$ cat config.mk
export PLATFORM = sky130hd
export DESIGN_NAME = pcsh_range_unit
export DESIGN_NICKNAME = d
export VERILOG_FILES = /design/src/rtl/core/pcsh_pkg.sv /design/src/rtl/core/pcsh_range_unit.sv
export SDC_FILE = /design/constraint.sdc
export NUM_CORES = 1
export LEC_CHECK = 0
export ABC_AREA = 0
export BUFFER_PORTS_ARGS = -buffer_cell sky130_fd_sc_hd__buf_2
export CAP_MARGIN = 30
export CORE_ASPECT_RATIO = 0.9
export CORE_MARGIN = 4
export CORE_UTILIZATION = 50
export DETAILED_ROUTE_END_ITERATION = 6
export PLACE_DENSITY = 0.85
export SLEW_MARGIN = 20
export SYNTH_ARGS = -nofsm -noshare
export SYNTH_HDL_FRONTEND = slang
export SYNTH_SLANG_ARGS = --single-unit
$ cat constraint.sdc
create_clock -name vclk -period 3
set_input_delay 0.15 -clock vclk [all_inputs]
set_output_delay 0.15 -clock vclk [all_outputs]
set_load 0.05 [all_outputs]
$ cat src/rtl/core/pcsh_pkg.sv
// Shared types and constants for the program-counter sampling histogram.
package pcsh_pkg;

	localparam int ADDR_W    = 48;
	localparam int RANGE_W   = 2;
	localparam int BUCKET_W  = 14;
	localparam int COUNT_W   = 16;
	localparam int HITS_W    = 32;
	localparam int USED_W    = 15;
	localparam int STATUS_W  = 2;
	localparam int CFG_IDX_W = 4;

	// Range registers exist for this many ranges only.
	localparam int CFG_RANGES = 4;

	localparam logic [STATUS_W-1:0] ST_OK       = 2'd0;
	localparam logic [STATUS_W-1:0] ST_ZERO_PC  = 2'd1;
	localparam logic [STATUS_W-1:0] ST_NO_RANGE = 2'd2;
	localparam logic [STATUS_W-1:0] ST_BEYOND   = 2'd3;

	localparam logic KIND_COUNT = 1'b0;
	localparam logic KIND_READ  = 1'b1;

	typedef logic [ADDR_W-1:0] addr_t;

	typedef struct packed {
		logic                kind;
		addr_t               sample_pc;
		logic [RANGE_W-1:0]  read_range;
		logic [BUCKET_W-1:0] read_bucket;
	} req_t;

	typedef struct packed {
		logic [STATUS_W-1:0] status;
		logic [RANGE_W-1:0]  range_index;
		logic [BUCKET_W-1:0] bucket_index;
		logic [COUNT_W-1:0]  bucket_count;
		logic [HITS_W-1:0]   range_hits;
		logic [USED_W-1:0]   range_used_buckets;
	} rsp_t;

	// Result of one pass through the shared range compare unit.
	typedef struct packed {
		logic  hit;
		addr_t offset;
	} match_t;

endpackage

$ cat src/rtl/core/pcsh_range_unit.sv
// Shared range compare unit: tests one range against the sample and forms the offset.
module pcsh_range_unit (
	input  pcsh_pkg::addr_t  pc,
	input  pcsh_pkg::addr_t  low,
	input  pcsh_pkg::addr_t  high,
	output pcsh_pkg::match_t result
);
	import pcsh_pkg::*;

	logic [ADDR_W:0] diff;

	// The borrow out of pc - low doubles as the lower bound test.
	assign diff          = {1'b0, pc} - {1'b0, low};
	assign result.hit    = !diff[ADDR_W] && (pc < high);
	assign result.offset = diff[ADDR_W-1:0];

endmodule

==> results.ini <==
[worst_setup_path]
cpPeakStageDelay_ns = 0.37
crit_fanout = 3
cp.arrival_ns = 2.81
crit_chain = buf_8 > inv_4 > ha_4 > fa_2 > nor2b_2 > o2111ai_2 > nand2_2 > a31oi_4 > o21bai_2 > a211oi_2 > o31ai_1 > buf_4 > o31a_1 > a21oi_2 > xnor2_2 > buf_6
cp-end-kind = primary output
slowest_stage = fa_2
crit_required_ns = 2.85
crit_type = in2out
worstSetupStartpointType = primary input

[synth]
synth_cells = 607
synth-compound-area-share_pct = 32.6
synthTopCellsByArea = ha_1 (29%), inv_1 (10%), a21oi_1 (9.3%)
yosys_warnings = 0
synth.most_common_cell = inv_1
yosysTopAreaCell = ha_1
synth_nets = 847
syn_area_mm2 = 0.00410
syn_avg_cell_area_um2 = 6.75
synth_top_area_share_pct = 29.0
yosys.area_share.simple_pct = 16.1
synth_top_family_by_area = compound AO/OA/AOI/OAI gates
synth-xor-area-share_pct = 9.40
ys_seq_area_share_pct = 0
synth_cell_types = 56
synth_adder_area_share_pct = 29.5
synth_common_cells = inv_1 (114), ha_1 (95), a21oi_1 (76)
synthMuxAreaShare_pct = 0.244

[place]
hpwl_um = 12000
post-place-ws_ns = -0.138
port_buffers = 193
gp_congestion = 0.922

[drt]
wl_met1_um = 5740
firstDrtPassIters = 5
drt_iter0_drc = 181
drcViolationCount = 0
via_per_inst = 5.64
avgRoutedWirePerCell_um = 15.1
via_count = 5157
wl_met3_um = 1090
wl_um = 13800
wl_met2_um = 6760
dr.max_layer_used = met4
detail-route-antenna-nets = 0

[job]
maxCapViolCount = 0

[floorplan]
start_util_pct = 51.1
rows = 31
ios = 193
dieArea_mm2 = 0.00971
core_area_mm2 = 0.00803
die_y_um = 93.9
die_w_um = 103

[grt]
antenna_found_initial = 0
grt_pass1_wl_um = 21000
grt_max_degree = 9
first_global_vias = 4909
grt_use_total_pct = 25.9
overflow = 0

[run_status]
status = complete, no violations

[timing]
hold_viol = 0
rsz0062_at_grt = yes
slew_headroom_pct = 64.9
fin_ws_ns = 0.0427
max_freq_ghz = 0.338
setup_viol = 0
slew_viol_final = 0
tightest_slew_ns = 0.514
post-route-period-util_pct = 98.6
min_period_ns = 2.96

[pwr]
powerDensity_mw_per_mm2 = 314
p_total_w = 0.00176
p_leak_nw = 3.32
peakVddDrop_uv = 211

[finish]
design.seq.count = 0
num_antenna_cells = 0
ff_latch_area_um2 = 0
nNetsFinal = 1058
drive_gt1_share_pct = 33.0
fillers = 690
syn_to_final_growth_pct = 36.4
clkbuf_count = 0

[worst_hold_path]
hold_path.class = in2out

[clock_network]
cts_hold_buffers = 0

## path summary, 6_finish.rpt
check  startpoint          to  slack (ns)  cells after the start
max         pc[0]  result[44]        0.04                     16
min        low[0]   result[0]        0.71                      4
## per-stage QoR
step                      utilization [%]  instances  TNS, ns  hold WS, ns  cell area, um2
final                                69.6        915        0        0.710            5590
after global routing                 69.6        915  -0.0480        0.726            5590
after CTS                            67.5        911  -0.0187        0.714            5420
after detailed placement             67.1        911   -0.388        0.714            5390
after global placement               67.1        911   -0.161        0.707            5390
after floorplan                         -        607        0        0.581            4160
## timing repair
action,in CTS,in global routing
gates resized for setup,11,37
gates cloned,0,0
pin swaps,1,17
endpoints found under the setup margin,6,14
buffers inserted,0,4
## critical path: cells and delay by family
family	cells	cell delay [ns]
and+or+nand+nor	2	0.29
buffers and inverters	4	0.47
xor gates and xnor gates	1	0.20
AOI/OAI and AO/OA	7	1.17
adders and majority gates	2	0.52
## cells in the final DEF (no fill, tap or decap), drive strengths merged, types with 8 or more instances in the layout
| master | n |
|---|---|
| xnor2 | 31 |
| o21bai | 8 |
| a21oi | 76 |
| ha | 95 |
| o21ai | 35 |
| nand4 | 21 |
| nand2 | 36 |
| a21o | 47 |
| nor3 | 8 |
| xor2 | 13 |
| inv | 114 |
| buf | 223 |
| nor2b | 10 |
| nand3 | 10 |
| nor2 | 25 |
## layer usage
| metal | up-vias | GRT usage (%) |
|---|---|---|
| li1 | 2543 | - |
| met1 | 2359 | 33.2 |
| met2 | 235 | 47.2 |
| met3 | 20 | 1.86 |
| met4 | 0 | 4.64 |
| met5 | - | 0 |
## power by group
| part | total (W) | switching, W | internal (W) |
|---|---|---|---|
| Combinational | 0.00176 | 0.00115 | 0.000609 |
| Sequential | 0 | 0 | 0 |
| Clock | 0 | 0 | 0 |
| Total | 0.00176 | 0.00115 | 0.000609 |
## logic make-up (layout without fill, tap and decap cells)
kind of cell | Yosys count | count (layout)
adders and majority gates | 96 | 96
buffers and inverters | 130 | 339
muxes | 1 | 1
and+or+nand+nor | 130 | 130
xor gates and xnor gates | 44 | 44
AOI/OAI and AO/OA | 206 | 206
## area by class of cell
class | instances | area (um2) | area share, %
inverter | 114 | 430 | 7.70
multi-input combinational | 477 | 3770 | 67.5
tap | 99 | 124 | 2.22
timing repair buffer | 225 | 1260 | 22.6
Power figures use the tool's default switching activity.
